## src/design/sps_pkg.sv

```systemverilog
package sps_pkg;

  localparam int PROG_DEPTH = 32;
  localparam int PTR_W      = $clog2(PROG_DEPTH);

  typedef logic [PTR_W-1:0] ptr_t;
  typedef logic [7:0]       byte_t;
  typedef logic [15:0]      tpu_t;
  typedef logic [23:0]      wait_t;
  typedef logic [3:0]       coil_t;

  localparam coil_t COIL_FIRST = 4'h1;
  localparam coil_t COIL_MASK  = 4'hF;

  typedef enum logic [1:0] {
    CMD_TICK  = 2'd0,
    CMD_WRITE = 2'd1,
    CMD_START = 2'd2
  } cmd_e;

  typedef enum logic [7:0] {
    OP_RESTART = 8'd0,
    OP_CW      = 8'd1,
    OP_CCW     = 8'd2,
    OP_DWELL   = 8'd3
  } op_e;

  typedef enum logic [1:0] {
    MODE_IDLE  = 2'd0,
    MODE_FETCH = 2'd1,
    MODE_STEP  = 2'd2,
    MODE_HALT  = 2'd3
  } mode_e;

  typedef struct packed {
    coil_t      coil_drive;
    logic       running;
    logic       fault;
    logic [1:0] phase_index;
  } result_t;

  // pointer plus a small offset, wrapped to the store depth
  function automatic ptr_t ptr_add(ptr_t ptr, logic [1:0] off);
    logic [PTR_W:0] sum;
    sum = {1'b0, ptr} + (PTR_W + 1)'(off);
    if (sum >= (PTR_W + 1)'(PROG_DEPTH)) begin
      sum = sum - (PTR_W + 1)'(PROG_DEPTH);
    end
    return sum[PTR_W-1:0];
  endfunction

  function automatic wait_t delay_ticks(byte_t units, tpu_t tpu);
    wait_t prod;
    prod = wait_t'(units) * wait_t'(tpu);
    return prod;
  endfunction

endpackage

```

## src/design/sps_if.sv

```systemverilog
interface sps_in_if;
  logic       valid;
  logic       ready;
  logic [1:0] cmd;
  logic [4:0] load_addr;
  logic [7:0] load_data;

  modport source (output valid, output cmd, output load_addr, output load_data, input ready);
  modport sink (input valid, input cmd, input load_addr, input load_data, output ready);
endinterface

interface sps_out_if;
  logic       valid;
  logic       ready;
  logic [3:0] coil_drive;
  logic       running;
  logic       fault;
  logic [1:0] phase_index;

  modport source (output valid, output coil_drive, output running, output fault,
                  output phase_index, input ready);
  modport sink (input valid, input coil_drive, input running, input fault,
                input phase_index, output ready);
endinterface

interface sps_cfg_if;
  logic        valid;
  logic        ready;
  logic [15:0] data;

  modport source (output valid, output data, input ready);
  modport sink (input valid, input data, output ready);
endinterface

```

## src/design/sps_prog_mem.sv

```systemverilog
module sps_prog_mem (
  input  logic          clk_i,
  input  logic          we_i,
  input  sps_pkg::ptr_t waddr_i,
  input  sps_pkg::byte_t wdata_i,
  input  sps_pkg::ptr_t raddr_i,
  output sps_pkg::byte_t rdata_o
);

  sps_pkg::byte_t mem_q [sps_pkg::PROG_DEPTH];
  sps_pkg::byte_t rdata_q;

  always_ff @(posedge clk_i) begin
    if (we_i) begin
      mem_q[waddr_i] <= wdata_i;
    end
  end

  // write-first: a byte written this cycle shows up at once
  always_ff @(posedge clk_i) begin
    if (we_i && (waddr_i == raddr_i)) begin
      rdata_q <= wdata_i;
    end else begin
      rdata_q <= mem_q[raddr_i];
    end
  end

  assign rdata_o = rdata_q;

endmodule

```

## src/design/stepper_program_sequencer_unit.sv

```systemverilog
// Wave-drive stepper sequencer. Takes one input item (tick, program write or start) every
// clock cycle and returns one result per item through a single output register, so the
// input keeps flowing while a result waits, as long as the sink takes one per cycle. The
// state update for an item is done in the cycle it transfers: three copies of the 32-byte
// program store each keep a registered read of the byte at pointer, pointer+1 and pointer+2,
// refreshed every cycle for the next pointer, so a fetch or a step never waits on a read.
// The delay load is an 8x16 multiply in the same cycle. The store needs no clearing after
// reset; only written bytes are meaningful. ticks_per_unit is written through the cfg
// channel, which is always ready, and should be written only while no item is in flight.
module stepper_program_sequencer_unit (
  input  logic       clk_i,
  input  logic       rst_ni,
  sps_in_if.sink     in_i,
  sps_out_if.source  out_o,
  sps_cfg_if.sink    cfg_i
);

  sps_pkg::ptr_t    ptr_q, ptr_d;
  logic [1:0]       phase_q, phase_d;
  sps_pkg::byte_t   steps_q, steps_d;
  sps_pkg::wait_t   wait_q, wait_d;
  sps_pkg::mode_e   mode_q, mode_d;
  sps_pkg::coil_t   coil_q, coil_d;
  logic             fault_q, fault_d;
  sps_pkg::tpu_t    tpu_q;
  sps_pkg::result_t res_q;
  logic             out_valid_q;

  logic             accept;
  logic             mem_we;
  sps_pkg::ptr_t    mem_waddr;
  sps_pkg::byte_t   rd0, rd1, rd2;
  sps_pkg::cmd_e    cmd;

  assign cmd       = sps_pkg::cmd_e'(in_i.cmd);
  assign in_i.ready = !out_valid_q || out_o.ready;
  assign accept    = in_i.valid && in_i.ready;
  assign cfg_i.ready = 1'b1;

  assign mem_waddr = sps_pkg::ptr_t'(in_i.load_addr);
  assign mem_we    = accept && (cmd == sps_pkg::CMD_WRITE) &&
                     (32'(in_i.load_addr) < sps_pkg::PROG_DEPTH);

  sps_prog_mem u_mem0 (
    .clk_i   (clk_i),
    .we_i    (mem_we),
    .waddr_i (mem_waddr),
    .wdata_i (in_i.load_data),
    .raddr_i (ptr_d),
    .rdata_o (rd0)
  );

  sps_prog_mem u_mem1 (
    .clk_i   (clk_i),
    .we_i    (mem_we),
    .waddr_i (mem_waddr),
    .wdata_i (in_i.load_data),
    .raddr_i (sps_pkg::ptr_add(ptr_d, 2'd1)),
    .rdata_o (rd1)
  );

  sps_prog_mem u_mem2 (
    .clk_i   (clk_i),
    .we_i    (mem_we),
    .waddr_i (mem_waddr),
    .wdata_i (in_i.load_data),
    .raddr_i (sps_pkg::ptr_add(ptr_d, 2'd2)),
    .rdata_o (rd2)
  );

  always_comb begin
    sps_pkg::byte_t steps_dec;
    logic [1:0]     phase_new;
    ptr_d     = ptr_q;
    phase_d   = phase_q;
    steps_d   = steps_q;
    wait_d    = wait_q;
    mode_d    = mode_q;
    coil_d    = coil_q;
    fault_d   = fault_q;
    steps_dec = steps_q - 8'd1;
    phase_new = (rd0 == sps_pkg::OP_CCW) ? (phase_q - 2'd1) : (phase_q + 2'd1);
    if (accept) begin
      case (cmd)
        sps_pkg::CMD_START: begin
          ptr_d   = '0;
          wait_d  = '0;
          steps_d = '0;
          fault_d = 1'b0;
          mode_d  = sps_pkg::MODE_FETCH;
        end
        sps_pkg::CMD_TICK: begin
          if ((mode_q == sps_pkg::MODE_FETCH) || (mode_q == sps_pkg::MODE_STEP)) begin
            if (wait_q != '0) begin
              wait_d = wait_q - sps_pkg::wait_t'(1);
            end else if (mode_q == sps_pkg::MODE_FETCH) begin
              case (rd0)
                sps_pkg::OP_RESTART: ptr_d = '0;
                sps_pkg::OP_CW, sps_pkg::OP_CCW: begin
                  if (rd1 == '0) begin
                    ptr_d = sps_pkg::ptr_add(ptr_q, 2'd3);
                  end else begin
                    steps_d = rd1;
                    mode_d  = sps_pkg::MODE_STEP;
                  end
                end
                sps_pkg::OP_DWELL: begin
                  wait_d = sps_pkg::delay_ticks(rd1, tpu_q);
                  ptr_d  = sps_pkg::ptr_add(ptr_q, 2'd2);
                end
                default: begin
                  fault_d = 1'b1;
                  mode_d  = sps_pkg::MODE_HALT;
                end
              endcase
            end else begin
              // one step; pointer stays on the move opcode until the last one
              phase_d = phase_new;
              coil_d  = (sps_pkg::COIL_FIRST << phase_new) & sps_pkg::COIL_MASK;
              wait_d  = sps_pkg::delay_ticks(rd2, tpu_q);
              steps_d = steps_dec;
              if (steps_dec == '0) begin
                ptr_d  = sps_pkg::ptr_add(ptr_q, 2'd3);
                mode_d = sps_pkg::MODE_FETCH;
              end
            end
          end
        end
        default: begin
        end
      endcase
    end
  end

  always_ff @(posedge clk_i or negedge rst_ni) begin
    if (!rst_ni) begin
      ptr_q   <= '0;
      phase_q <= '0;
      steps_q <= '0;
      wait_q  <= '0;
      mode_q  <= sps_pkg::MODE_IDLE;
      coil_q  <= '0;
      fault_q <= 1'b0;
    end else begin
      ptr_q   <= ptr_d;
      phase_q <= phase_d;
      steps_q <= steps_d;
      wait_q  <= wait_d;
      mode_q  <= mode_d;
      coil_q  <= coil_d;
      fault_q <= fault_d;
    end
  end

  always_ff @(posedge clk_i or negedge rst_ni) begin
    if (!rst_ni) begin
      tpu_q <= 16'd1;
    end else if (cfg_i.valid && cfg_i.ready) begin
      tpu_q <= cfg_i.data;
    end
  end

  always_ff @(posedge clk_i or negedge rst_ni) begin
    if (!rst_ni) begin
      out_valid_q <= 1'b0;
    end else if (accept) begin
      out_valid_q <= 1'b1;
    end else if (out_o.ready) begin
      out_valid_q <= 1'b0;
    end
  end

  always_ff @(posedge clk_i) begin
    if (accept) begin
      res_q.coil_drive  <= coil_d;
      res_q.running     <= (mode_d == sps_pkg::MODE_FETCH) || (mode_d == sps_pkg::MODE_STEP);
      res_q.fault       <= fault_d;
      res_q.phase_index <= phase_d;
    end
  end

  assign out_o.valid       = out_valid_q;
  assign out_o.coil_drive  = res_q.coil_drive;
  assign out_o.running     = res_q.running;
  assign out_o.fault       = res_q.fault;
  assign out_o.phase_index = res_q.phase_index;

  a_fault_halted : assert property (@(posedge clk_i) disable iff (!rst_ni)
    fault_q |-> (mode_q == sps_pkg::MODE_HALT))
    else $error("fault flag set outside halted mode");

  a_step_count : assert property (@(posedge clk_i) disable iff (!rst_ni)
    (mode_q == sps_pkg::MODE_STEP) |-> (steps_q != '0))
    else $error("stepping with no steps left");

  a_coil_onehot : assert property (@(posedge clk_i) disable iff (!rst_ni)
    $onehot0(coil_q))
    else $error("coil pattern not one-hot");

  a_result_follows : assert property (@(posedge clk_i) disable iff (!rst_ni)
    accept |=> out_valid_q)
    else $error("transfer in gave no result");

  a_idle_tick : assert property (@(posedge clk_i) disable iff (!rst_ni)
    (accept && (cmd == sps_pkg::CMD_TICK) &&
     ((mode_q == sps_pkg::MODE_IDLE) || (mode_q == sps_pkg::MODE_HALT)))
    |=> ($stable(ptr_q) && $stable(phase_q) && $stable(coil_q)))
    else $error("tick changed state while not running");

endmodule
```

## src/flat_wrapper.sv

```systemverilog
// flat-port wrapper written by rule: the top's interface ports become plain ports
module stepper_program_sequencer_unit_flat 
  (clk_i, rst_ni, in_i_valid, in_i_cmd, in_i_load_addr, in_i_load_data, in_i_ready, out_o_valid, out_o_coil_drive, out_o_running, out_o_fault, out_o_phase_index, out_o_ready, cfg_i_valid, cfg_i_data, cfg_i_ready);
  sps_in_if in_i_i ();
  sps_out_if out_o_i ();
  sps_cfg_if cfg_i_i ();
  input  logic clk_i;
  input  logic rst_ni;
  input wire logic [$bits(in_i_i.valid)-1:0] in_i_valid;
  input wire logic [$bits(in_i_i.cmd)-1:0] in_i_cmd;
  input wire logic [$bits(in_i_i.load_addr)-1:0] in_i_load_addr;
  input wire logic [$bits(in_i_i.load_data)-1:0] in_i_load_data;
  output wire logic [$bits(in_i_i.ready)-1:0] in_i_ready;
  output wire logic [$bits(out_o_i.valid)-1:0] out_o_valid;
  output wire logic [$bits(out_o_i.coil_drive)-1:0] out_o_coil_drive;
  output wire logic [$bits(out_o_i.running)-1:0] out_o_running;
  output wire logic [$bits(out_o_i.fault)-1:0] out_o_fault;
  output wire logic [$bits(out_o_i.phase_index)-1:0] out_o_phase_index;
  input wire logic [$bits(out_o_i.ready)-1:0] out_o_ready;
  input wire logic [$bits(cfg_i_i.valid)-1:0] cfg_i_valid;
  input wire logic [$bits(cfg_i_i.data)-1:0] cfg_i_data;
  output wire logic [$bits(cfg_i_i.ready)-1:0] cfg_i_ready;
  assign in_i_i.valid = in_i_valid;
  assign in_i_i.cmd = in_i_cmd;
  assign in_i_i.load_addr = in_i_load_addr;
  assign in_i_i.load_data = in_i_load_data;
  assign in_i_ready = in_i_i.ready;
  assign out_o_valid = out_o_i.valid;
  assign out_o_coil_drive = out_o_i.coil_drive;
  assign out_o_running = out_o_i.running;
  assign out_o_fault = out_o_i.fault;
  assign out_o_phase_index = out_o_i.phase_index;
  assign out_o_i.ready = out_o_ready;
  assign cfg_i_i.valid = cfg_i_valid;
  assign cfg_i_i.data = cfg_i_data;
  assign cfg_i_ready = cfg_i_i.ready;
  stepper_program_sequencer_unit u_core (.clk_i(clk_i), .rst_ni(rst_ni), .in_i(in_i_i), .out_o(out_o_i), .cfg_i(cfg_i_i));
endmodule
```

## config.mk

```make
export PLATFORM = sky130hd
export DESIGN_NAME = stepper_program_sequencer_unit_flat
export DESIGN_NICKNAME = d
export VERILOG_FILES = /design/src/design/sps_pkg.sv /design/src/design/sps_if.sv /design/src/design/sps_prog_mem.sv /design/src/design/stepper_program_sequencer_unit.sv /design/src/flat_wrapper.sv
export SDC_FILE = /design/constraint.sdc
export NUM_CORES = 1
export LEC_CHECK = 0
export BUFFER_PORTS_ARGS = -buffer_cell sky130_fd_sc_hd__buf_4
export CAP_MARGIN = 20
export CORE_ASPECT_RATIO = 1.1
export CORE_UTILIZATION = 50
export CTS_CLUSTER_SIZE = 10
export DETAILED_ROUTE_END_ITERATION = 7
export PLACE_DENSITY = 0.71
export SLEW_MARGIN = 20
export SYNTH_ARGS = -nofsm -noshare
export SYNTH_HDL_FRONTEND = slang
export SYNTH_SLANG_ARGS = --single-unit
```

## constraint.sdc

```tcl
create_clock -name clk_i -period 8.96 [get_ports clk_i]
set_clock_uncertainty 0.1 [all_clocks]
set_input_delay 0.896 -clock clk_i [delete_from_list [all_inputs] [get_ports clk_i]]
set_output_delay 0.896 -clock clk_i [all_outputs]
set_load 0.005 [all_outputs]
```

==> results of run 1 <==
[critical path, delay by kind of cell, from the launching register on]
family	cells	cell delay (ns)
AO/OA/AOI/OAI	6	1.86
adder cells (fa/ha/maj)	5	2.29
buffers and inverters	3	0.41
flip-flops	1	0.88
multiplexers	4	2.00
AND/OR/NAND/NOR	4	0.66
[flip-flops by register name, indices dropped and copies added (netlist names), 2 cells and up, named ones only]
name and flops:
u_core.steps_q 8, u_core.tpu_q 16, u_core.wait_q 24, u_core.coil_q 4
u_core.ptr_q 5, u_core.phase_q 2, u_core.out_o.coil_drive 4, u_core.mode_q 2
u_core.out_o.phase_index 2, u_core.u_mem2.mem_q 64, u_core.u_mem1.mem_q 192
[metal layers]
layer	vias to the layer above	routed length, µm	global-route usage (%)
met5	-	0	0
met4	0	4430	15.5
met3	263	6250	4.55
met2	1135	39200	50.9
met1	9853	28300	35.3
li1	8446	-	-
[per-stage QoR]
stage | instances | hold slack (ns) | area, µm²
after floorplan | 2344 | 0.330 | 26700
after global placement | 2986 | 0.348 | 27700
after detailed placement | 2986 | 0.357 | 27700
after CTS | 3056 | 0.369 | 28900
after global routing | 3057 | 0.389 | 28900
final | 3057 | 0.354 | 28900
[power by group]
part	internal [mW]	total, mW	switching [mW]	leakage [nW]
Clock	0.895	1.54	0.650	0.588
Sequential	1.79	1.98	0.186	3.31
Combinational	3.35	8.28	4.93	7.38
[cells in the mapped netlist, drive strengths merged (6+ instances only)]
cell       n
nand2b    30
a22oi     25
xnor2     35
nand4     16
nor4      44
edfxtp   264
nor2b    120
buf       40
xor2      17
nor3      39
o211ai     7
dfxtp     14
nand3     51
a21o      16
o41ai      7
nand2    125
o21ai     89
or3       11
and2     115
o21bai     7
inv      242
a31oi     11
mux4     129
clkbuf    77
nor2     137
dfrtp     62
mux2      24
mux2i    109
o2bb2ai    6
fa       168
a211oi    15
and3       8
o22ai      7
a21oi     79
o21a       7
ha       101
a221oi     7
o31ai      8
[layout make-up]
type	instances	area, µm²
clock buffers	60	1160
repair buffers	85	663
flip-flops and latches	341	9800
multi-input cells	1643	15400
inverters	243	912
fillers	4459	23700
clock inverters	10	71.3
well taps	675	845
[worst max-delay path by stage]
stage                   endpoint  slack (ns)  cells past startpoint     start
2_1_floorplan  u_core.wait_q[22]        0.89                     28  register
3_3_place_gp   u_core.wait_q[22]        0.68                     26  register
3_5_place_dp   u_core.wait_q[22]        0.56                     22  register
4_1_cts        u_core.wait_q[22]        0.52                     22  register
5_1_grt        u_core.wait_q[22]        0.10                     26  register
6_report       u_core.wait_q[22]        0.57                     22  register
[cells by family after synthesis]
group,Yosys count
multiplexers,262
buffers and inverters,360
flip-flops,341
other,1
XOR/XNOR,52
AO/OA/AOI/OAI,334
AND/OR/NAND/NOR,725
adder cells (fa/ha/maj),269
==> qor.yml, run 1 <==
outcome: "finished, final reports clean"
finalPower_mw: 11.8
dr.first_iter.drc_count: 1995
vias_per_cell: 6.44
power.leakage_nw: 11.3
grt_pass1_wl_um: 121000
setup_viol: 0
crit_path_frequent_cell: "fa_1"
synth_top_family_by_area: "adder cells"
routed_wl_um: 78200
yosys.area_share.simple_pct: 14.6
syn-cell-area_um2: 26700
reg2regPathDepth: 22
finalSetupTns_ns: 0
antenna_found_initial: 0
dpl.hpwl_um: 57900
grt_usage_pct: 29.4
grt_pass1_vias: 20200
wl_per_cell_um: 25.6
critPathArrivalTime_ns: 8.72
routed-via-count: 19700
ctsHoldBuffers: 0
hold_class: "in -> async"
synth-async-reset-ratio_pct: 18.5
postRouteAntennaNets: 0
synth_seq_cells: 341
worst_slew_pin_slew_ns: 1.21
rsz0062_at_grt: "false"
nets: 2661
dieHeight_um: 244
cp.required_ns: 9.29
endpoint_kind: "register"
cts.clk_slew.worst_paths_ns: 0.06
synth-main-ff-cell: "edfxtp_1"
grt_max_degree: 64
place_congestion: 0.991
post-cts-setup-buffer-count: 0
cpPeakStageDelay_ns: 0.88
fin_util_pct: 54.9
io_pins: 47
maxSlewHeadroom_pct: 19.3
final_cell_mix: "edfxtp_1 (264), inv_1 (242), fa_1 (168)"
fin_crit_sh_pct: 93.6
cts_max_level: 2
worst_slack_ns: 0.569
yosysWarnings: 0
antenna_cells: 0
synthAdderAreaFrac_pct: 17.3
fp.dieW_um: 222
reg2reg_to: "u_core.wait_q[22]"
synth_mux_area_share_pct: 16.0
cp_slowest_cell: "dfxtp_4"
r2r_slack_ns: 0.57
drv_cap: 0
drc_errors: 0
post_cts_resize_count: 0
synth_nets: 2649
synth_edf_count: 264
critPathLaunchType: "register"
drv_slew: 0
clock-sinks: 341
cts_tree: "yes"
cts_buffers: 42
core-area_um2: 52600
seq_area_frac_synth_pct: 36.7
dp_slack_ns: 0.557
grt_remaining_overflow: 0
drive_above_1_share_pct: 13.9
clock_latency_ns: 0.58
crit_chain: "mux4_2 -> mux4_2 -> mux2i_1 -> buf_4 -> nor2b_1 -> fa_1 -> fa_1 -> fa_1 -> inv_1 -> fa_1 -> inv_1 -> ha_1 -> a21o_1 -> or3_1 -> a31oi_1 -> o311ai_0 -> a2111oi_0 -> nor4_1 -> mux2i_1 -> nor2_1 -> o311ai_0 -> o211ai_1"
rows: 88
synth_top_area_share_pct: 29.7
clk_path_buf_depth: 3
dr.pass1.iters: 6
fmax_ghz: 0.119
area_delta_synth_final_pct: 8.27
synth_area_per_cell_um2: 11.4
synth.area.top_cells: "edfxtp_1 (30%), fa_1 (13%), mux4_2 (11%)"
start_util_pct: 50.7
crit_type: "reg -> reg"
synth_compound_area_share_pct: 8.14
numPortBuffers: 45
die-area_um2: 54300
yosys.area.top_type: "edfxtp_1"
report.final.hold_viol_count: 0
min_period_ns: 8.39
ys_types: 95
critPathMaxFanout: 55
ir_worst_vdd_mv: 0.484
synth_cells: 2344
p_per_area_nw_per_um2: 408
synth_xor_area_share_pct: 1.73
ctsRootBufferMaster: "clkbuf_16"
layout_commonest_cell: "edfxtp_1"
Note: power is estimated with default switching activity, not from simulation.
==> run 2: changes to the inputs <==
--- a/config.mk
+++ b/config.mk
@@ -5,13 +5,13 @@
 export SDC_FILE = /design/constraint.sdc
 export NUM_CORES = 1
 export LEC_CHECK = 0
-export BUFFER_PORTS_ARGS = -buffer_cell sky130_fd_sc_hd__buf_4
+export BUFFER_PORTS_ARGS = -buffer_cell sky130_fd_sc_hd__buf_2
 export CAP_MARGIN = 20
 export CORE_ASPECT_RATIO = 1.1
-export CORE_UTILIZATION = 50
+export CORE_UTILIZATION = 65
 export CTS_CLUSTER_SIZE = 10
 export DETAILED_ROUTE_END_ITERATION = 7
-export PLACE_DENSITY = 0.71
+export PLACE_DENSITY = 0.87
 export SLEW_MARGIN = 20
 export SYNTH_ARGS = -nofsm -noshare
 export SYNTH_HDL_FRONTEND = slang
==> run 2 against run 1 <==
Against the previous run:
- die area fell by 23%
- clock power barely moved
- hold slack improved by 0.017 ns
- largest cell class unchanged
- sequential power barely moved
- non-clock buffer count fell by 7
- combinational power fell by 1%
- design area fell by 1.4%
- total power fell by 0.82%
- global-route usage rose by 8.0 points
- utilization rose by 16 points
==> qor.yml, run 2 (same netlist as run 1, synthesis figures left out) <==
critPathMaxFanout: 40  # was 55
place_congestion: 1.02  # was 0.991
post-cts-setup-buffer-count: 0  # unchanged
combPwrFrac_pct: 70.1  # was 70.2%
power.leakage_nw: 11.2  # was 11.3 nW
final_area_um2: 28500  # was 28,900 µm²
vias_per_cell: 6.94  # was 6.44
top_regs: "u_core.u_mem1.mem_q: 192 flops, u_core.u_mem2.mem_q: 64 flops, u_core.wait_q: 24 flops"  # unchanged
dieHeight_um: 215  # was 244 µm
postRouteAntennaNets: 0  # unchanged
clock-sinks: 341  # unchanged
nets: 2653  # was 2,661
min_period_ns: 8.28  # was 8.39 ns
fin_util_pct: 70.6  # was 54.9%
crit_type: "reg -> reg"  # unchanged
maxSlewHeadroom_pct: 26.1  # was 19.3%
fin_crit_sh_pct: 92.4  # was 93.6%
p_int_mw: 5.96  # was 6.04 mW
finalSetupTns_ns: 0  # unchanged
finalPower_mw: 11.7  # was 11.8 mW
start_util_pct: 66.1  # was 50.7%
critPathLaunchType: "register"  # unchanged
power_frac_clock_pct: 13.0  # was 13.1%
regMostFlops: "u_core.u_mem1.mem_q"  # unchanged
postPlaceCellArea_um2: 27300  # was 27,700 µm²
layout_commonest_cell: "edfxtp_1"  # unchanged
drc_errors: 0  # unchanged
dr.first_iter.drc_count: 2545  # was 1,995
numPortBuffers: 45  # unchanged
p_per_area_nw_per_um2: 411  # was 408 nW/µm²
critPathArrivalTime_ns: 8.59  # was 8.72 ns
largest_reg_flops: 192  # unchanged
routed-via-count: 20000  # was 19,700
p_sw_mw: 5.74  # was 5.76 mW
min_delay_worst_endpoint: "u_core.wait_q[14]"
clk_path_buf_depth: 3  # unchanged
worst_slew_pin_slew_ns: 1.10  # was 1.21 ns
core-area_um2: 40400  # was 52,600 µm²
final_cell_mix: "edfxtp_1 (264), inv_1 (242), fa_1 (168)"  # unchanged
worst_slack_ns: 0.683  # was 0.569 ns
die-area_um2: 41900  # was 54,300 µm²
area_delta_synth_final_pct: 6.80  # was 8.27%
dpl.hpwl_um: 55800  # was 57,900 µm
hold_class: "reg -> reg"  # was in -> async
grt_max_degree: 64  # unchanged
outcome: "finished, final reports clean"  # unchanged
drv_slew: 0  # unchanged
worst-path-buf-inv: 6  # was 3
grt_pass1_vias: 20200  # unchanged
endpoint_kind: "register"  # unchanged
report.final.hold_viol_count: 0  # unchanged
cts.clk_slew.worst_paths_ns: 0.06  # about the same
p_seq_share_pct: 16.9  # was 16.8%
grt_usage_pct: 37.3  # was 29.4%
fmax_ghz: 0.121  # was 0.119 GHz
ctsHoldBuffers: 0  # unchanged
ir_worst_vdd_mv: 0.619  # was 0.484 mV
cp_top_family: "adder cells"  # unchanged
grt_remaining_overflow: 0  # unchanged
drive_above_1_share_pct: 13.9  # about the same
dr.pass1.iters: 6  # unchanged
cp_slowest_cell: "dfxtp_4"  # unchanged
io_pins: 47  # unchanged
rows: 77  # was 88
reg2regPathDepth: 26  # was 22
cts_tree: "yes"  # unchanged
r2r_slack_ns: 0.68  # was 0.57 ns
ctsRootBufferMaster: "clkbuf_16"  # unchanged
cts_max_level: 2  # unchanged
fp.dieW_um: 195  # was 222 µm
grt_pass1_wl_um: 118000  # was 121,000 µm
min_from: "u_core.wait_q[14]"
drv_cap: 0  # unchanged
rsz0062_at_grt: "false"  # unchanged
routed_wl_um: 76200  # was 78,200 µm
antenna_found_initial: 0  # unchanged
cts_buffers: 41  # was 42
clock_latency_ns: 0.56  # was 0.58 ns
whs_path_depth: 1
setup_viol: 0  # unchanged
wl_per_cell_um: 26.4  # was 25.6 µm
cp.required_ns: 9.27  # was 9.29 ns
dp_slack_ns: 0.818  # was 0.557 ns
sw_frac_of_total_pct: 49.1  # was 48.8%
reg2reg_to: "u_core.wait_q[22]"  # unchanged
post_cts_resize_count: 0  # unchanged
cpPeakStageDelay_ns: 0.78  # was 0.88 ns
run 2: cell count changes in the layout (fill, tap and decap cells not counted), moves of 2 or more:
cell and delta:
nor2_2 +7, clkinvlp_4 -2, clkinv_8 -2, clkbuf_16 -2, inv_6 +2, mux2i_2 -2, buf_2 +45, clkbuf_1 +5
buf_4 -52, nor2_1 -7, mux2i_1 +2, clkinv_1 -5
run 2: final cells by class:
cell class | count | area [µm²]
multi-input cells | 1643 | 15500
repair buffers | 78 | 498
flip-flops and latches | 341 | 9800
well taps | 513 | 642
fillers | 2820 | 11900
clock buffers | 64 | 1140
diodes | 1 | 2.50
clock inverters | 5 | 51.3
inverters | 243 | 912
run 2: stage by stage:
| stage | hold WS (ns) | cells |
|---|---|---|
| 2_1_floorplan | 0.330 | 2344 |
| 5_1_grt | 0.398 | 2887 |
| 3_5_place_dp | 0.362 | 2818 |
| 3_3_place_gp | 0.346 | 2817 |
| 6_report | 0.372 | 2888 |
| 4_1_cts | 0.374 | 2887 |
run 2: layer usage:
metal | GRT usage [%] | part of all wire [%] | vias up
met5 | 0 | 0 | -
met4 | 24.2 | 7.8 | 0
met3 | 5.24 | 9.6 | 356
met2 | 60.4 | 47 | 1362
met1 | 47.5 | 35 | 9905
li1 | - | - | 8422
run 2: worst max path at each step:
stage | startpoint | end | cells after the start
after global routing | register | u_core.wait_q[22] | 24
after detailed placement | register | u_core.wait_q[22] | 26
after CTS | register | u_core.wait_q[22] | 26
after floorplan | register | u_core.wait_q[22] | 28
after global placement | register | u_core.wait_q[22] | 26
final | register | u_core.wait_q[22] | 26
run 2: power by group through the flow:
stage | Sequential (mW) | Combinational (mW) | Clock [mW]
2_1_floorplan | 1.88 | 6.11 | 0
3_3_place_gp | 2.00 | 7.79 | 0
3_5_place_dp | 2.00 | 8.02 | 0
4_1_cts | 1.97 | 8.08 | 1.53
5_1_grt | 2.00 | 9.14 | 1.59
6_report | 1.98 | 8.20 | 1.52
run 2: worst register-to-register path, stage by stage (launching register included):
cell and delay (ns):
dfxtp_4 0.78, buf_4 0.34, mux4_2 0.52, mux4_2 0.48, mux2i_1 0.26, buf_4 0.32, nor2b_1 0.12, fa_1 0.51
inv_1 0.06, fa_1 0.52, inv_1 0.05, fa_1 0.48, inv_1 0.05, fa_1 0.48, inv_1 0.04, ha_1 0.35
o21a_1 0.12, o21ai_0 0.07, nand2b_1 0.10, a31oi_1 0.14, o311ai_0 0.51, a2111oi_0 0.23, nor4_1 0.48, mux2i_1 0.43
nor2_1 0.10, o311ai_0 0.36, o211ai_1 0.14
